--- src/hdl/mtte_pkg.sv ---
// shared types, constants and texel expansion for the morton tiled texel expander
// no dependencies; imported by every module of the block
package mtte_pkg;

   // sizing
   localparam int MAX_DIMENSION = 1024;
   localparam int TILE_SIDE     = 8;
   localparam int DIM_W         = 11;
   localparam int PIX_W         = 10;
   localparam int RAW_W         = 32;
   localparam int CHAN_W        = 8;
   localparam int IN_TILE_W     = 6;
   localparam int TILE_IDX_W    = $clog2(MAX_DIMENSION / TILE_SIDE);
   localparam int TILE_CNT_W    = TILE_IDX_W + 1;
   localparam int POS_W         = TILE_IDX_W + 3;
   localparam int CSR_IDX_W     = 2;
   localparam int FMT_W         = 3;
   localparam int QUEUE_DEPTH   = 4;
   localparam int QPTR_W        = $clog2(QUEUE_DEPTH);

   // register indexes
   localparam logic [CSR_IDX_W-1:0] CSR_TEXEL_FORMAT = 2'd0;
   localparam logic [CSR_IDX_W-1:0] CSR_IMAGE_WIDTH  = 2'd1;
   localparam logic [CSR_IDX_W-1:0] CSR_IMAGE_HEIGHT = 2'd2;

   // texel formats
   localparam logic [FMT_W-1:0] FMT_RGBA8888 = 3'd0;
   localparam logic [FMT_W-1:0] FMT_RGB888   = 3'd1;
   localparam logic [FMT_W-1:0] FMT_RGB565   = 3'd2;
   localparam logic [FMT_W-1:0] FMT_RGBA5551 = 3'd3;
   localparam logic [FMT_W-1:0] FMT_RGBA4444 = 3'd4;

   localparam logic [CHAN_W-1:0] CHAN_FULL = 8'd255;

   // live configuration with derived tile counts
   typedef struct packed {
      logic [FMT_W-1:0]      format;
      logic [DIM_W-1:0]      width_lim;
      logic [DIM_W-1:0]      height_lim;
      logic [TILE_CNT_W-1:0] cols;
      logic [TILE_CNT_W-1:0] rows;
   } cfg_type;

   // one visible texel waiting for expansion
   typedef struct packed {
      logic [POS_W-1:0] x;
      logic [POS_W-1:0] y;
      logic             last;
      logic [RAW_W-1:0] raw;
   } entry_type;

   typedef struct packed {
      logic [CHAN_W-1:0] r;
      logic [CHAN_W-1:0] g;
      logic [CHAN_W-1:0] b;
      logic [CHAN_W-1:0] a;
   } rgba_type;

   // clamp a dimension to the supported maximum
   function automatic logic [DIM_W-1:0] clamp_dim(input logic [DIM_W-1:0] dim);
      logic [DIM_W-1:0] lim;
      lim = DIM_W'(MAX_DIMENSION);
      return (dim > lim) ? lim : dim;
   endfunction

   // tiles along a dimension after padding to a power of two, at least one
   function automatic logic [TILE_CNT_W-1:0] tile_count(input logic [DIM_W-1:0] dim);
      logic [DIM_W-1:0]      c;
      logic [TILE_CNT_W-1:0] p;
      c = clamp_dim(dim);
      p = TILE_CNT_W'(1);
      for (int i = 0; i < TILE_IDX_W; i++) begin
         if (DIM_W'({p, 3'b000}) < c) begin
            p = p << 1;
         end
      end
      return p;
   endfunction

   // raw texel to rgba8888 by bit replication
   function automatic rgba_type expand(input logic [FMT_W-1:0] fmt,
                                       input logic [RAW_W-1:0] raw);
      rgba_type c;
      case (fmt)
         FMT_RGB888: begin
            c.r = raw[23:16];
            c.g = raw[15:8];
            c.b = raw[7:0];
            c.a = CHAN_FULL;
         end
         FMT_RGB565: begin
            c.r = {raw[15:11], raw[15:13]};
            c.g = {raw[10:5], raw[10:9]};
            c.b = {raw[4:0], raw[4:2]};
            c.a = CHAN_FULL;
         end
         FMT_RGBA5551: begin
            c.r = {raw[15:11], raw[15:13]};
            c.g = {raw[10:6], raw[10:8]};
            c.b = {raw[5:1], raw[5:3]};
            c.a = raw[0] ? CHAN_FULL : '0;
         end
         FMT_RGBA4444: begin
            c.r = {raw[15:12], raw[15:12]};
            c.g = {raw[11:8], raw[11:8]};
            c.b = {raw[7:4], raw[7:4]};
            c.a = {raw[3:0], raw[3:0]};
         end
         default: begin
            c.r = raw[31:24];
            c.g = raw[23:16];
            c.b = raw[15:8];
            c.a = raw[7:0];
         end
      endcase
      return c;
   endfunction

endpackage

--- src/hdl/mtte_front.sv ---
// front end: accepts texels, walks the tile position and drops invisible pixels
// depends on mtte_pkg; feeds mtte_queue
module mtte_front (
   input  logic                     clock,
   input  logic                     reset,
   input  mtte_pkg::cfg_type        cfg,
   input  logic                     req_valid,
   input  logic                     req_stall,
   input  logic [mtte_pkg::RAW_W-1:0] req_texel_raw,
   output logic                     push,
   output mtte_pkg::entry_type      push_entry
);
   import mtte_pkg::*;

   logic [IN_TILE_W-1:0]  texel_in_tile_ff, texel_in_tile_in;
   logic [TILE_IDX_W-1:0] tile_column_ff, tile_column_in;
   logic [TILE_IDX_W-1:0] tile_row_ff, tile_row_in;

   logic                  accept;
   logic [2:0]            lx, ly;
   logic [POS_W-1:0]      px, py;
   logic [TILE_CNT_W-1:0] col_inc, row_inc;
   logic                  tile_end, visible;

   assign accept = req_valid && !req_stall;

   // de-interleave the morton index and add the tile origin
   assign lx = {texel_in_tile_ff[4], texel_in_tile_ff[2], texel_in_tile_ff[0]};
   assign ly = {texel_in_tile_ff[5], texel_in_tile_ff[3], texel_in_tile_ff[1]};
   assign px = {tile_column_ff, lx};
   assign py = {tile_row_ff, ly};

   assign col_inc  = TILE_CNT_W'(tile_column_ff) + TILE_CNT_W'(1);
   assign row_inc  = TILE_CNT_W'(tile_row_ff) + TILE_CNT_W'(1);
   assign tile_end = (texel_in_tile_ff == '1);

   // classify the transaction
   assign visible = (DIM_W'(px) < cfg.width_lim) && (DIM_W'(py) < cfg.height_lim);
   assign push    = accept && visible;

   always_comb begin
      push_entry.x    = px;
      push_entry.y    = py;
      push_entry.last = tile_end && (col_inc >= cfg.cols) && (row_inc >= cfg.rows);
      push_entry.raw  = req_texel_raw;
   end

   // next position, wrapping by tile column, tile row and image
   always_comb begin
      texel_in_tile_in = texel_in_tile_ff + IN_TILE_W'(1);
      tile_column_in   = tile_column_ff;
      tile_row_in      = tile_row_ff;
      if (tile_end) begin
         if (col_inc >= cfg.cols) begin
            tile_column_in = '0;
            tile_row_in    = (row_inc >= cfg.rows) ? '0 : row_inc[TILE_IDX_W-1:0];
         end else begin
            tile_column_in = col_inc[TILE_IDX_W-1:0];
         end
      end
   end

   // position registers
   always_ff @(posedge clock) begin
      if (reset) begin
         texel_in_tile_ff <= '0;
         tile_column_ff   <= '0;
         tile_row_ff      <= '0;
      end else if (accept) begin
         texel_in_tile_ff <= texel_in_tile_in;
         tile_column_ff   <= tile_column_in;
         tile_row_ff      <= tile_row_in;
      end
   end

endmodule

--- src/hdl/mtte_queue.sv ---
// short fifo between the front end and the expansion back end
// depends on mtte_pkg for the entry type and depth
module mtte_queue (
   input  logic                clock,
   input  logic                reset,
   input  logic                push,
   input  mtte_pkg::entry_type push_entry,
   input  logic                pop,
   output mtte_pkg::entry_type head_entry,
   output logic                not_empty,
   output logic                full
);
   import mtte_pkg::*;

   entry_type         store_ff [QUEUE_DEPTH];
   logic [QPTR_W-1:0] wr_ptr_ff, wr_ptr_in;
   logic [QPTR_W-1:0] rd_ptr_ff, rd_ptr_in;
   logic [QPTR_W:0]   count_ff, count_in;

   assign not_empty  = (count_ff != '0);
   assign full       = (count_ff == (QPTR_W + 1)'(QUEUE_DEPTH));
   assign head_entry = store_ff[rd_ptr_ff];

   // pointer and fill count update
   always_comb begin
      wr_ptr_in = push ? wr_ptr_ff + QPTR_W'(1) : wr_ptr_ff;
      rd_ptr_in = pop ? rd_ptr_ff + QPTR_W'(1) : rd_ptr_ff;
      count_in  = count_ff;
      if (push && !pop) begin
         count_in = count_ff + (QPTR_W + 1)'(1);
      end else if (pop && !push) begin
         count_in = count_ff - (QPTR_W + 1)'(1);
      end
   end

   always_ff @(posedge clock) begin
      if (reset) begin
         wr_ptr_ff <= '0;
         rd_ptr_ff <= '0;
         count_ff  <= '0;
      end else begin
         wr_ptr_ff <= wr_ptr_in;
         rd_ptr_ff <= rd_ptr_in;
         count_ff  <= count_in;
      end
   end

   // entry storage
   always_ff @(posedge clock) begin
      if (push) begin
         store_ff[wr_ptr_ff] <= push_entry;
      end
   end

endmodule

--- src/hdl/mtte_back.sv ---
// back end: expands the queued texel to rgba8888 into the result register
// depends on mtte_pkg; drains mtte_queue
module mtte_back (
   input  logic                         clock,
   input  logic                         reset,
   input  logic [mtte_pkg::FMT_W-1:0]   format,
   input  mtte_pkg::entry_type          head_entry,
   input  logic                         not_empty,
   output logic                         pop,
   output logic                         rsp_valid,
   input  logic                         rsp_stall,
   output logic [mtte_pkg::PIX_W-1:0]   rsp_pixel_x,
   output logic [mtte_pkg::PIX_W-1:0]   rsp_pixel_y,
   output logic [mtte_pkg::CHAN_W-1:0]  rsp_red,
   output logic [mtte_pkg::CHAN_W-1:0]  rsp_green,
   output logic [mtte_pkg::CHAN_W-1:0]  rsp_blue,
   output logic [mtte_pkg::CHAN_W-1:0]  rsp_alpha,
   output logic                         rsp_image_done
);
   import mtte_pkg::*;

   logic              valid_ff, valid_in;
   logic [PIX_W-1:0]  x_ff, y_ff;
   rgba_type          color_ff, color_in;
   logic              done_ff;

   // load the result register when it is empty or being taken
   assign pop      = not_empty && (!valid_ff || !rsp_stall);
   assign valid_in = pop || (valid_ff && rsp_stall);
   assign color_in = expand(format, head_entry.raw);

   always_ff @(posedge clock) begin
      if (reset) begin
         valid_ff <= 1'b0;
      end else begin
         valid_ff <= valid_in;
      end
   end

   always_ff @(posedge clock) begin
      if (pop) begin
         x_ff     <= PIX_W'(head_entry.x);
         y_ff     <= PIX_W'(head_entry.y);
         color_ff <= color_in;
         done_ff  <= head_entry.last;
      end
   end

   assign rsp_valid      = valid_ff;
   assign rsp_pixel_x    = x_ff;
   assign rsp_pixel_y    = y_ff;
   assign rsp_red        = color_ff.r;
   assign rsp_green      = color_ff.g;
   assign rsp_blue       = color_ff.b;
   assign rsp_alpha      = color_ff.a;
   assign rsp_image_done = done_ff;

endmodule

--- src/hdl/morton_tiled_texel_expand.sv ---
// Morton tiled texel expander, top level.
// Usage:
//   req channel: one raw texel per transaction (req_valid / req_stall), in
//   tiled stream order: 8x8 tiles row by row over the padded image, Morton
//   order inside a tile. Every accepted texel advances the position.
//   rsp channel: one rgba8888 pixel with its x/y for each texel inside the
//   visible width and height; texels in the padding give nothing.
//   rsp_image_done marks the pixel of the last texel of the padded image, if visible.
//   csr port: csr_we writes csr_wdata into register csr_index (0 format,
//   1 width, 2 height); write only while no transaction is in flight.
// Path: an accepted texel is written into the queue, then expanded into
//   the result register.
// Throughput: one texel per cycle; the front end only waits while the
//   4-entry queue is full, which needs rsp_stall held while the queue fills,
//   and it keeps waiting until the cycle after rsp_stall drops.
// Reset: synchronous; position returns to texel 0 of tile (0,0), format
//   rgba8888, width and height 8, queue and result register empty.
// A stalled result holds in the result register while the front end
//   keeps accepting into the queue until it fills.
// depends on mtte_pkg, mtte_front, mtte_queue, mtte_back
module morton_tiled_texel_expand (
   input  logic                         clock,
   input  logic                         reset,
   input  logic                         csr_we,
   input  logic [mtte_pkg::CSR_IDX_W-1:0] csr_index,
   input  logic [mtte_pkg::DIM_W-1:0]   csr_wdata,
   input  logic                         req_valid,
   output logic                         req_stall,
   input  logic [mtte_pkg::RAW_W-1:0]   req_texel_raw,
   output logic                         rsp_valid,
   input  logic                         rsp_stall,
   output logic [mtte_pkg::PIX_W-1:0]   rsp_pixel_x,
   output logic [mtte_pkg::PIX_W-1:0]   rsp_pixel_y,
   output logic [mtte_pkg::CHAN_W-1:0]  rsp_red,
   output logic [mtte_pkg::CHAN_W-1:0]  rsp_green,
   output logic [mtte_pkg::CHAN_W-1:0]  rsp_blue,
   output logic [mtte_pkg::CHAN_W-1:0]  rsp_alpha,
   output logic                         rsp_image_done
);
   import mtte_pkg::*;

   cfg_type   cfg_ff, cfg_in;
   logic      push, pop, not_empty, full;
   entry_type push_entry, head_entry;

   // configuration registers, tile counts derived at write time
   always_comb begin
      cfg_in = cfg_ff;
      if (csr_we) begin
         case (csr_index)
            CSR_TEXEL_FORMAT: cfg_in.format = csr_wdata[FMT_W-1:0];
            CSR_IMAGE_WIDTH: begin
               cfg_in.width_lim = clamp_dim(csr_wdata);
               cfg_in.cols      = tile_count(csr_wdata);
            end
            CSR_IMAGE_HEIGHT: begin
               cfg_in.height_lim = clamp_dim(csr_wdata);
               cfg_in.rows       = tile_count(csr_wdata);
            end
            default: cfg_in = cfg_ff;
         endcase
      end
   end

   always_ff @(posedge clock) begin
      if (reset) begin
         cfg_ff.format     <= FMT_RGBA8888;
         cfg_ff.width_lim  <= DIM_W'(TILE_SIDE);
         cfg_ff.height_lim <= DIM_W'(TILE_SIDE);
         cfg_ff.cols       <= TILE_CNT_W'(1);
         cfg_ff.rows       <= TILE_CNT_W'(1);
      end else begin
         cfg_ff <= cfg_in;
      end
   end

   assign req_stall = full;

   mtte_front u_front (
      .clock         (clock),
      .reset         (reset),
      .cfg           (cfg_ff),
      .req_valid     (req_valid),
      .req_stall     (req_stall),
      .req_texel_raw (req_texel_raw),
      .push          (push),
      .push_entry    (push_entry)
   );

   mtte_queue u_queue (
      .clock      (clock),
      .reset      (reset),
      .push       (push),
      .push_entry (push_entry),
      .pop        (pop),
      .head_entry (head_entry),
      .not_empty  (not_empty),
      .full       (full)
   );

   mtte_back u_back (
      .clock          (clock),
      .reset          (reset),
      .format         (cfg_ff.format),
      .head_entry     (head_entry),
      .not_empty      (not_empty),
      .pop            (pop),
      .rsp_valid      (rsp_valid),
      .rsp_stall      (rsp_stall),
      .rsp_pixel_x    (rsp_pixel_x),
      .rsp_pixel_y    (rsp_pixel_y),
      .rsp_red        (rsp_red),
      .rsp_green      (rsp_green),
      .rsp_blue       (rsp_blue),
      .rsp_alpha      (rsp_alpha),
      .rsp_image_done (rsp_image_done)
   );

endmodule

--- config.mk ---
export PLATFORM = sky130hd
export DESIGN_NAME = morton_tiled_texel_expand
export DESIGN_NICKNAME = d
export VERILOG_FILES = /design/src/hdl/mtte_pkg.sv /design/src/hdl/mtte_front.sv /design/src/hdl/mtte_queue.sv /design/src/hdl/mtte_back.sv /design/src/hdl/morton_tiled_texel_expand.sv
export SDC_FILE = /design/constraint.sdc
export NUM_CORES = 1
export LEC_CHECK = 0
export BUFFER_PORTS_ARGS = -buffer_cell sky130_fd_sc_hd__buf_2
export CORE_AREA = 2 2 190 192
export DETAILED_ROUTE_END_ITERATION = 10
export DIE_AREA = 0 0 192 194
export GPL_TIMING_DRIVEN = 1
export PLACE_DENSITY_LB_ADDON = 0.2
export SETUP_SLACK_MARGIN = 0.1
export SLEW_MARGIN = 20
export SYNTH_ARGS = -nofsm -noshare
export SYNTH_HDL_FRONTEND = slang
export SYNTH_SLANG_ARGS = --single-unit
--- constraint.sdc ---
create_clock -name clock -period 12 [get_ports clock]
set_clock_uncertainty 0.1 [all_clocks]
set_input_delay 1.2 -clock clock [delete_from_list [all_inputs] [get_ports clock]]
set_output_delay 1.2 -clock clock [all_outputs]
set_load 0.01 [all_outputs]
==> results of run 1 <==
-- per-layer routing --
layer | track usage [%] | vias to the layer above
met3 | 2.95 | 56
met4 | 4.95 | 2
li1 | - | 4803
met5 | 0 | -
met2 | 32.6 | 263
met1 | 25.2 | 4913
-- stage by stage --
step | worst slack, ns | utilization [%] | cells | cell area (um^2) | power, mW
after floorplan | 1.56 | - | 1213 | 15700 | 2.09
after global placement | 0.747 | 47.2 | 1741 | 16600 | 2.35
after detailed placement | 0.366 | 47.2 | 1741 | 16600 | 2.36
after CTS | 0.830 | 50.5 | 1807 | 17800 | 3.44
after global routing | 0.189 | 50.5 | 1807 | 17800 | 3.56
final | 1.15 | 50.5 | 1807 | 17800 | 3.39
-- synthesized netlist by cell type, types with 19 or more instances --
master	count
inv_1	60
o21ai_0	50
a21oi_1	106
nand2_1	116
edfxtp_1	265
and3_1	20
ha_1	71
nor3_1	22
mux4_2	54
clkbuf_1	33
dfxtp_1	71
nor2_1	85
nand3_1	19
-- power breakdown --
part           switching [mW]  leakage (nW)  total, mW  internal, mW
sequential             0.0830          3.08       1.56          1.48
clock                   0.439         0.570       1.07         0.632
combinational           0.440          2.75      0.758         0.317
-- cells by family (layout without fill, tap and decap cells) --
family	after synthesis	in the layout
AO/OA/AOI/OAI	274	274
flip-flops	336	336
multiplexers	65	65
XOR/XNOR	21	21
adder cells (fa/ha/maj)	72	72
AND/OR/NAND/NOR	328	328
buffers and inverters	117	250
-- repair_timing --
| item | in CTS | in global routing |
|---|---|---|
| endpoints found under the setup margin | 0 | 16 |
| resized for setup | 0 | 3 |
| hold endpoints to repair | 0 | 0 |
-- worst register-to-register path, delay by kind of cell (launching register included) --
kind                     cells  cell delay [ns]
AND/OR/NAND/NOR              5             1.23
adder cells (fa/ha/maj)      2             0.61
AO/OA/AOI/OAI                2             0.67
XOR/XNOR                     1             0.18
flip-flops                   1             0.55
-- final timing paths --
path	startpoint	end	slack, ns
max	csr_wdata[10]	cfg_ff[9]$_SDFFE_PP0P_	1.15
min	cfg_ff[25]$_SDFFE_PP0P_	cfg_ff[25]$_SDFFE_PP0P_	0.35
max reg2reg	u_front.tile_column_ff[0]$_SDFFE_PP0P_	u_front.tile_row_ff[4]$_SDFFE_PP0P_	8.58
min reg2reg	cfg_ff[25]$_SDFFE_PP0P_	cfg_ff[25]$_SDFFE_PP0P_	0.35
-- cell type report --
cell class / count / area share (%)
repair buffers: 122 / 3.68
well taps: 461 / 3.24
inverters: 62 / 1.31
clock inverters: 13 / 0.612
clock buffers: 53 / 5.89
multi-input cells: 760 / 32.5
flip-flops and latches: 336 / 52.7
-- state kept, by name, summed over array words and instances (netlist names), named ones only --
register / count
cfg_ff: 41
u_back.rsp_alpha: 8
u_back.rsp_blue: 8
u_back.rsp_green: 8
u_back.rsp_image_done: 1
u_back.rsp_pixel_x: 10
u_back.rsp_pixel_y: 10
u_back.rsp_red: 8
u_back.rsp_valid: 1
u_front.texel_in_tile_ff: 6
u_front.tile_column_ff: 7
u_front.tile_row_ff: 7
u_queue.count_ff: 3
u_queue.rd_ptr_ff: 2
u_queue.store_ff: 212
u_queue.wr_ptr_ff: 2
==> summary.txt, run 1 <==
Yosys
  • Synthesized flop and latch total: 336
  • Synth Instances: 1213
  • Mapped Area: 15700 um^2
  • Largest family of logic cells by synthesized area: compound AO/OA/AOI/OAI gates
  • Synth Area in Simple Gates: 9.91%
  • Synth top area share: 50.8%
  • Multiplexer share of the synthesized area: 8.61%
  • Async set or reset register ratio after synthesis: 0%
  • XOR/XNOR Fraction of Synth Area: 1.22%
  • Compound-gate portion of the synthesized area: 11.2%
  • Syn nets: 1335
  • Post-synth EDFFs: 265
  • Largest cells by area after synthesis: edfxtp_1 (51%), dfxtp_1 (9.1%), mux4_2 (7.8%), ha_1 (5.7%), a21oi_1 (3.4%)
  • Post-synth cell types: 82
  • Sequential element share of the synthesized area: 59.9%
  • Synth Area in Adders: 5.80%
  • Ys Warns: 0
  • Yosys top cell by area: edfxtp_1
  • Most used DFF post-synth: edfxtp_1
  • Avg Cell Area, Syn: 12.9 um^2

Floorplan
  • Top Ports: 105
  • Initial core utilization: 44.5%
  • Floorplan row count: 69
  • Die height: 194 um
  • Core area: 35200 um^2
  • Die Wd: 192 um
  • Die area: 37200 um^2

Cells and area
  • NumNets Final: 1441
  • Share of layout cells above drive strength 1: 20.5%
  • Most frequent cells in the layout: edfxtp_1 (265), nand2_1 (116), a21oi_1 (105), buf_2 (104), nor2_1 (85)
  • Area added between synthesis and finish: 13.6%
  • Fill cells: 3095
  • Register Area: 9390 um^2
  • Commonest non-fill, non-tap cell in the layout: edfxtp_1
  • Multi-input logic area: 5790 um^2
  • Inserted Diodes: 0

Routing
  • Met3 Wirelength: 1630 um
  • Vias per cell: 5.55
  • Met2 WL: 17700 um
  • Residual DRC: 0
  • Top sig layer: met5
  • Drt total wl: 35300 um
  • Drt wl/cell: 19.5 um
  • Vias post-DR: 10037
  • Met1 Wirelength: 15200 um
  • Pre-Repair DR Iteration Count: 5
  • Initial DRC Count: 597
  • DRT antenna net count: 0

Global routing
  • Congestion Overflow GR: 0
  • GRT Overall Usage: 19.0%
  • Largest net degree at the start of global routing: 71
  • Global-route wire length before repair: 55200 um
  • Initial antenna violation count: 1
  • Vias in the first global route: 9755

Run status
  • Status: finished clean

Critical path
  • R2R depth: 10
  • Setup Crit Path Kind: input port to flip-flop
  • Worst setup SP type: input port
  • CP arrival: 11.15 ns
  • Stages on worst setup path: 44
  • CP Max Fanout: 23
  • Worst path required time: 12.31 ns
  • Slowest cell delay on critical path: 0.53 ns
  • Worst path buffer plus inverter count: 4
  • Critical-path top delay cell: or4_4
  • Critical path's most frequent cell: ha_1
  • Crit. End Element: flip-flop
  • Cell family with most CP delay: compound AO/OA/AOI/OAI gates

Placed design
  • Post-DP HPWL: 23600 um
  • Placer Congestion: 0.879
  • Port Buffer Count: 104

STA
  • RSZ-0062 raised after global routing: no
  • Setup TNS Final: 0 ns
  • Crit share post-route: 90.4%
  • Max Clock Freq: 92.2 MHz
  • Measured slew at the worst slew-check pin: 1.10 ns
  • Crit path time final: 10.85 ns
  • Slew Viols, Final: 0
  • Hold_ws: 0.353 ns
  • Final hold vios: 0
  • Max transition margin: 26.8%
  • Setup violations, final: 0

Clock network
  • Max H-tree Level: 2
  • Clk Latency, worst-skew pair: 0.51 ns
  • CTS Buf Count: 37
  • Hold bufs inserted after CTS: 0
  • Clock buffer depth: 3
  • Clock sink count: 336
  • CTS tree: done
  • Post-CTS Setup Inserts: 0
  • CTS root buf: clkbuf_16
  • Reg clk slew, reported paths: 0.06 ns

Hold path
  • HP Class: flip-flop to flip-flop
  • Hold path cells: 2

Pwr
  • Worst VDD drop: 0.119 mV
  • Power Dens Cells: 191 nW/um^2
  • P_leak: 6.40 nW

Job
  • Max-Cap Viols: 0
(Power assumes the default switching activity.)
==> run 2, diff against run 1 <==
--- a/config.mk
+++ b/config.mk
@@ -6,13 +6,14 @@
 export NUM_CORES = 1
 export LEC_CHECK = 0
 export BUFFER_PORTS_ARGS = -buffer_cell sky130_fd_sc_hd__buf_2
-export CORE_AREA = 2 2 190 192
+export CORE_AREA = 2 2 194 196
 export DETAILED_ROUTE_END_ITERATION = 10
-export DIE_AREA = 0 0 192 194
+export DIE_AREA = 0 0 196 198
 export GPL_TIMING_DRIVEN = 1
 export PLACE_DENSITY_LB_ADDON = 0.2
 export SETUP_SLACK_MARGIN = 0.1
 export SLEW_MARGIN = 20
 export SYNTH_ARGS = -nofsm -noshare
 export SYNTH_HDL_FRONTEND = slang
+export SYNTH_HIERARCHICAL = 1
 export SYNTH_SLANG_ARGS = --single-unit
==> run 2 against run 1 <==
  * Sequential power about the same
  * Non-clock buffer count decreased by 4
  * Routed wire length up 3.0%
  * Clock power barely moved
  * Sequential share of layout area is 0.67 points lower
  * Largest cell class unchanged
==> summary.txt, run 2 <==
Yosys
  • Ys Warns: 6
  • Synth top area share: 48.8%
  • Synthesized flop and latch total: 336
  • Most used DFF post-synth: edfxtp_1
  • Largest cells by area after synthesis: edfxtp_1 (49%), dfxtp_1 (8.7%), mux4_2 (7.0%), ha_1 (5.5%), nand2_1 (1.9%)
  • Post-synth cell types: 86
  • Syn nets: 1338
  • Synth Instances: 1216
  • Post-synth EDFFs: 265
  • Avg Cell Area, Syn: 13.4 um^2
  • Async set or reset register ratio after synthesis: 0%
  • Yosys top cell by area: edfxtp_1
  • Mapped Area: 16300 um^2
  • Sequential element share of the synthesized area: 57.5%
  • Count leader, synth: edfxtp_1
  • Top cells by count, synth: edfxtp_1 (265), nand2_1 (82), dfxtp_1 (71), ha_1 (71), nor2_1 (68)

STA
  • Slew Viols, Final: 0
  • Setup violations, final: 0
  • Setup TNS Final: 0 ns
  • Final hold vios: 0
  • Measured slew at the worst slew-check pin: 1.06 ns
  • Max transition margin: 28.9%
  • Crit share post-route: 92.7%
  • Crit path time final: 11.12 ns
  • RSZ-0062 raised after global routing: no
  • Max Clock Freq: 89.9 MHz

Routing
  • Drt total wl: 36300 um
  • Drt wl/cell: 20.4 um
  • Vias per cell: 5.65
  • DRT antenna net count: 0
  • Initial DRC Count: 715
  • Residual DRC: 0
  • Pre-Repair DR Iteration Count: 5
  • Vias post-DR: 10054

Clock network
  • CTS root buf: clkbuf_16
  • CTS tree: done
  • Clk Latency, worst-skew pair: 0.53 ns
  • Hold bufs inserted after CTS: 0
  • Reg clk slew, reported paths: 0.06 ns
  • Clock buffer depth: 3
  • Max H-tree Level: 2
  • Clock sink count: 336
  • Post-CTS Setup Inserts: 0
  • CTS Buf Count: 36

Critical path
  • CP Max Fanout: 22
  • Critical-path top delay cell: or4_4
  • CP arrival: 11.47 ns
  • Critical path's most frequent cell: ha_1
  • Setup Crit Path Kind: input port to flip-flop
  • Worst setup SP type: input port
  • Worst R2R End: u_queue/count_ff[2]$_SDFFE_PP0P_
  • Crit. End Element: flip-flop
  • Reg2reg start: u_queue/count_ff[0]$_SDFFE_PP0P_
  • R2R Setup Slk: 8.00 ns
  • Worst path required time: 12.35 ns
  • R2R depth: 12
  • Slowest cell delay on critical path: 0.61 ns

Placed design
  • Post-DP HPWL: 24100 um
  • Placed inst area: 16900 um^2
  • Placer Congestion: 0.885
  • Placed cells: 1714
  • Port Buffer Count: 104

Cells and area
  • Non-filler cells, final: 1778
  • Share of layout cells above drive strength 1: 21.3%
  • Most frequent cells in the layout: edfxtp_1 (265), buf_2 (104), nand2_1 (82), ha_1 (71), nor2_1 (68)
  • Area added between synthesis and finish: 10.6%
  • Commonest non-fill, non-tap cell in the layout: edfxtp_1
  • Design area: 18000 um^2
  • NumNets Final: 1400
  • Final core utilization: 48.8%
  • Top flop regs: u_queue/store_ff (212), cfg_ff (41)
  • Max reg flops: 212
  • Largest Register: u_queue/store_ff
  • Inserted Diodes: 0

Global routing
  • Congestion Overflow GR: 0
  • Initial antenna violation count: 0
  • Vias in the first global route: 9947
  • GRT Overall Usage: 19.0%
  • Global-route wire length before repair: 57100 um
  • Largest net degree at the start of global routing: 89

Pwr
  • P_leak: 6.46 nW
  • Pwr Total: 3.48 mW
  • Power Dens Cells: 193 nW/um^2
  • Worst VDD drop: 0.106 mV

Floorplan
  • Core area: 37000 um^2
  • Die area: 38800 um^2
  • Initial core utilization: 44.1%
  • Die height: 198 um
  • Top Ports: 105
  • Floorplan row count: 71
  • Die Wd: 196 um

Hold path
  • Min-delay src: cfg_ff[7]$_SDFFE_PP0P_
  • Hold path cells: 2
  • Hold EP: cfg_ff[7]$_SDFFE_PP0P_
  • HP Class: flip-flop to flip-flop

Job
  • Max-Cap Viols: 0

Run status
  • Status: finished clean
==> run 2: layout make-up <==
class	instances	area, um^2
clock buffers	45	965
clock inverters	19	164
fillers	3250	18900
inverters	58	218
multi-input cells	728	6080
flip-flops and latches	336	9390
well taps	474	593
repair buffers	118	626
==> run 2: critical path: cells and delay by family <==
| kind | cells | cell delay [ns] |
|---|---|---|
| compound gates | 18 | 4.12 |
| xor+xnor | 1 | 0.21 |
| fa+ha+maj | 7 | 2.12 |
| buf+inv | 4 | 0.67 |
| simple gates | 13 | 3.13 |
==> run 2: where the power goes <==
group / switching, mW / internal (mW) / leakage [nW]
registers: 0.0759 / 1.50 / 3.11
logic: 0.498 / 0.356 / 2.80
clock network: 0.439 / 0.616 / 0.548
==> run 2: cell families after synthesis <==
logic type / count (synthesis) / synth area share (%)
XOR/XNOR: 23 / 1.24
AO/OA/AOI/OAI: 244 / 10.8
buffers and inverters: 152 / 5.37
adder cells (fa/ha/maj): 72 / 5.57
AND/OR/NAND/NOR: 297 / 9.45
multiplexers: 92 / 10.0
flip-flops: 336 / 57.5
==> run 2: repair_timing <==
item                                    in CTS  in global routing
endpoints found under the hold margin        0                  0
endpoints found under the setup margin       0                 16
resized for setup                            0                  2
==> run 2: per-stage QoR <==
stage / setup WS, ns / hold slack [ns]
floorplan: 1.86 / 0.335
global route: 0.106 / 0.375
finish: 0.877 / 0.358
detailed placement: 0.262 / 0.350
global placement: 0.421 / 0.346
CTS: 0.786 / 0.359
==> run 2: worst max-delay path by stage <==
stage / from / end / slack [ns] / depth (start not counted)
finish: csr_wdata[10] / cfg_ff[15]$_SDFFE_PP0P_ / 0.88 / 43
global route: csr_wdata[2] / cfg_ff[15]$_SDFFE_PP0P_ / 0.11 / 45
CTS: csr_wdata[10] / cfg_ff[7]$_SDFFE_PP0P_ / 0.79 / 42
detailed placement: csr_wdata[10] / cfg_ff[8]$_SDFFE_PP1P_ / 0.26 / 42
global placement: csr_wdata[10] / cfg_ff[0]$_SDFFE_PP1P_ / 0.42 / 42
floorplan: csr_wdata[7] / cfg_ff[7]$_SDFFE_PP0P_ / 1.86 / 45
==> run 2: layer usage <==
metal	global-route usage [%]	vias to the layer above	wire length [um]
met4	4.97	0	689
met3	2.86	46	1620
li1	-	4748	-
met2	30.6	241	16800
met1	27.0	5019	17200
met5	0	-	0
==> run 3, diff against run 2 <==
==> constraint.sdc (replaced) <==
create_clock -name clock -period 9 [get_ports clock]
set_clock_uncertainty 0.1 [all_clocks]
set_input_delay 0.9 -clock clock [delete_from_list [all_inputs] [get_ports clock]]
set_output_delay 0.9 -clock clock [all_outputs]
set_load 0.01 [all_outputs]
==> run 3 against run 2 <==
  * The flow now finishes with violations (setup timing)
  * Flip-flop and latch count did not move
  * Clock power rose by 30%
  * Utilization rose by 2.9 points
  * Via count rose by 3.0%
  * Routed wire length rose by 0.45%
  * Clock-buffer cell count fell by 3
  * Hold slack got worse by 0.0039 ns
  * Die area did not move
  * Power rose by 33%
  * Worst setup slack got worse by 0.89 ns
  * Combinational power rose by 41%
==> summary.txt, run 3 (synthesis gave the netlist of run 2 again) <==
Cells and area
  • Final core utilization: 51.7%
  • Share of layout cells above drive strength 1: 30.2%
  • Most frequent cells in the layout: edfxtp_1 (265), buf_2 (102), buf_4 (97), nand2_1 (82), dfxtp_1 (67)
  • Fill cells: 3146
  • Inserted Diodes: 0
  • Largest Register: u_queue/store_ff
  • Max reg flops: 212
  • Commonest non-fill, non-tap cell in the layout: edfxtp_1
  • Area added between synthesis and finish: 17.2%
  • Design area: 19100 um^2
  • NumNets Final: 1489
  • Top flop regs: u_queue/store_ff (212), cfg_ff (41)

Global routing
  • Congestion Overflow GR: 0
  • Global-route wire length before repair: 56500 um
  • Initial antenna violation count: 1
  • GRT Overall Usage: 18.8%
  • Largest net degree at the start of global routing: 90
  • Vias in the first global route: 10182

Clock network
  • CTS root buf: clkbuf_16
  • CTS tree: done
  • Reg clk slew, reported paths: 0.06 ns
  • Hold bufs inserted after CTS: 0
  • Clock sink count: 336
  • Clk Latency, worst-skew pair: 0.52 ns
  • Clock buffer depth: 3
  • CTS Buf Count: 35
  • Max H-tree Level: 2

Routing
  • Vias per cell: 5.55
  • DRT antenna net count: 0
  • Residual DRC: 0
  • Pre-Repair DR Iteration Count: 6
  • Drt total wl: 36500 um
  • Vias post-DR: 10356
  • Initial DRC Count: 665
  • Drt wl/cell: 19.6 um

STA
  • Final hold vios: 0
  • Max transition margin: 34.0%
  • Crit share post-route: 100%
  • Crit path time final: 9.01 ns
  • Final worst slack: -0.0114 ns
  • RSZ-0062 raised after global routing: yes
  • Hold_ws: 0.354 ns
  • Setup violations, final: 2
  • Measured slew at the worst slew-check pin: 0.988 ns
  • Slew Viols, Final: 0
  • Max Clock Freq: 111 MHz

Floorplan
  • Core area: 37000 um^2
  • Die height: 198 um
  • Die Wd: 196 um
  • Top Ports: 105
  • Die area: 38800 um^2
  • Initial core utilization: 44.1%
  • Floorplan row count: 71

Run status
  • Failing checks: setup timing
  • Status: complete, but fails checks

Critical path
  • Crit. End Element: flip-flop
  • CP Max Fanout: 6
  • Setup Crit Path Kind: input port to flip-flop
  • Worst path required time: 9.33 ns
  • CP arrival: 9.34 ns
  • Worst setup SP type: input port
  • Slowest cell delay on critical path: 0.38 ns
  • Critical-path top delay cell: or3_4

Placed design
  • Port Buffer Count: 104
  • Placer Congestion: 0.922
  • Post-DP HPWL: 24400 um
  • Placed inst area: 17600 um^2

Hold path
  • HP Class: flip-flop to flip-flop

Pwr
  • P_leak: 6.95 nW
  • Worst VDD drop: 0.128 mV
  • Power Dens Cells: 243 nW/um^2
  • Pwr Total: 4.65 mW

Job
  • Max-Cap Viols: 0
[run 3: cell count changes in the layout (fill, tap and decap cells not counted), moves of 4 or more]
cell | before | now
clkinv_1 | 7 | 11
nor2_1 | 68 | 63
buf_4 | 14 | 97
ha_4 | 0 | 5
o21ai_2 | 1 | 6
a21oi_2 | 2 | 7
ha_1 | 71 | 64
nor2_2 | 0 | 4
buf_6 | 0 | 8
a21oi_1 | 56 | 49
o21ai_0 | 38 | 33
[run 3: path summary, 6_finish.rpt]
path	cells after the start	endpoint	start	slack, ns
worst max register to register	8	u_queue/store_ff[0][33]$_DFFE_PP_	u_queue/count_ff[0]$_SDFFE_PP0P_	4.57
worst min-delay path	2	cfg_ff[28]$_SDFFE_PP0P_	cfg_ff[28]$_SDFFE_PP0P_	0.35
worst max-delay path	46	cfg_ff[5]$_SDFFE_PP0P_	csr_wdata[1]	-0.01
worst min register to register	2	cfg_ff[28]$_SDFFE_PP0P_	cfg_ff[28]$_SDFFE_PP0P_	0.35
[run 3: where the power goes]
group          total (mW)  internal [mW]  switching [mW]
combinational        1.20          0.511           0.691
sequential           2.09           2.00          0.0873
clock                1.36          0.798           0.562
total                4.65           3.31            1.34
[run 3: cell type report]
cell class | count | area, um^2 | share of cell area [%]
well taps | 474 | 593 | 3.10
repair buffers | 208 | 1350 | 7.06
clock inverters | 20 | 158 | 0.825
multi-input cells | 728 | 6470 | 33.9
flip-flops and latches | 336 | 9390 | 49.1
clock buffers | 42 | 933 | 4.89
inverters | 58 | 218 | 1.14
[run 3: critical path: cells and delay by family]
family	cells	cell delay, ns
AND/OR/NAND/NOR	12	2.15
buffers and inverters	7	0.85
AO/OA/AOI/OAI	19	3.33
XOR/XNOR	1	0.20
adder cells (fa/ha/maj)	7	1.90
[run 3: through the flow]
stage	setup WS (ns)	cells	setup TNS [ns]
after global placement	-0.609	1783	-8.77
after detailed placement	-0.832	1783	-12.17
final	-0.0114	1866	-0.0140
after global routing	-0.487	1866	-6.88
after floorplan	-0.177	1216	-1.97
after CTS	0.103	1855	0
[run 3: metal layers]
metal  track usage [%]  wire length (um)
met1              26.2             16900
met2              30.9             17300
met3              2.79              1600
met4              4.69               604
met5                 0                10
[run 3: repair_timing]
item                                    CTS  global route
gates cloned                              1             0
endpoints found under the setup margin   16            16
setup buffers                             9            11
gates resized for setup                  12            46
pin swaps                                14            54
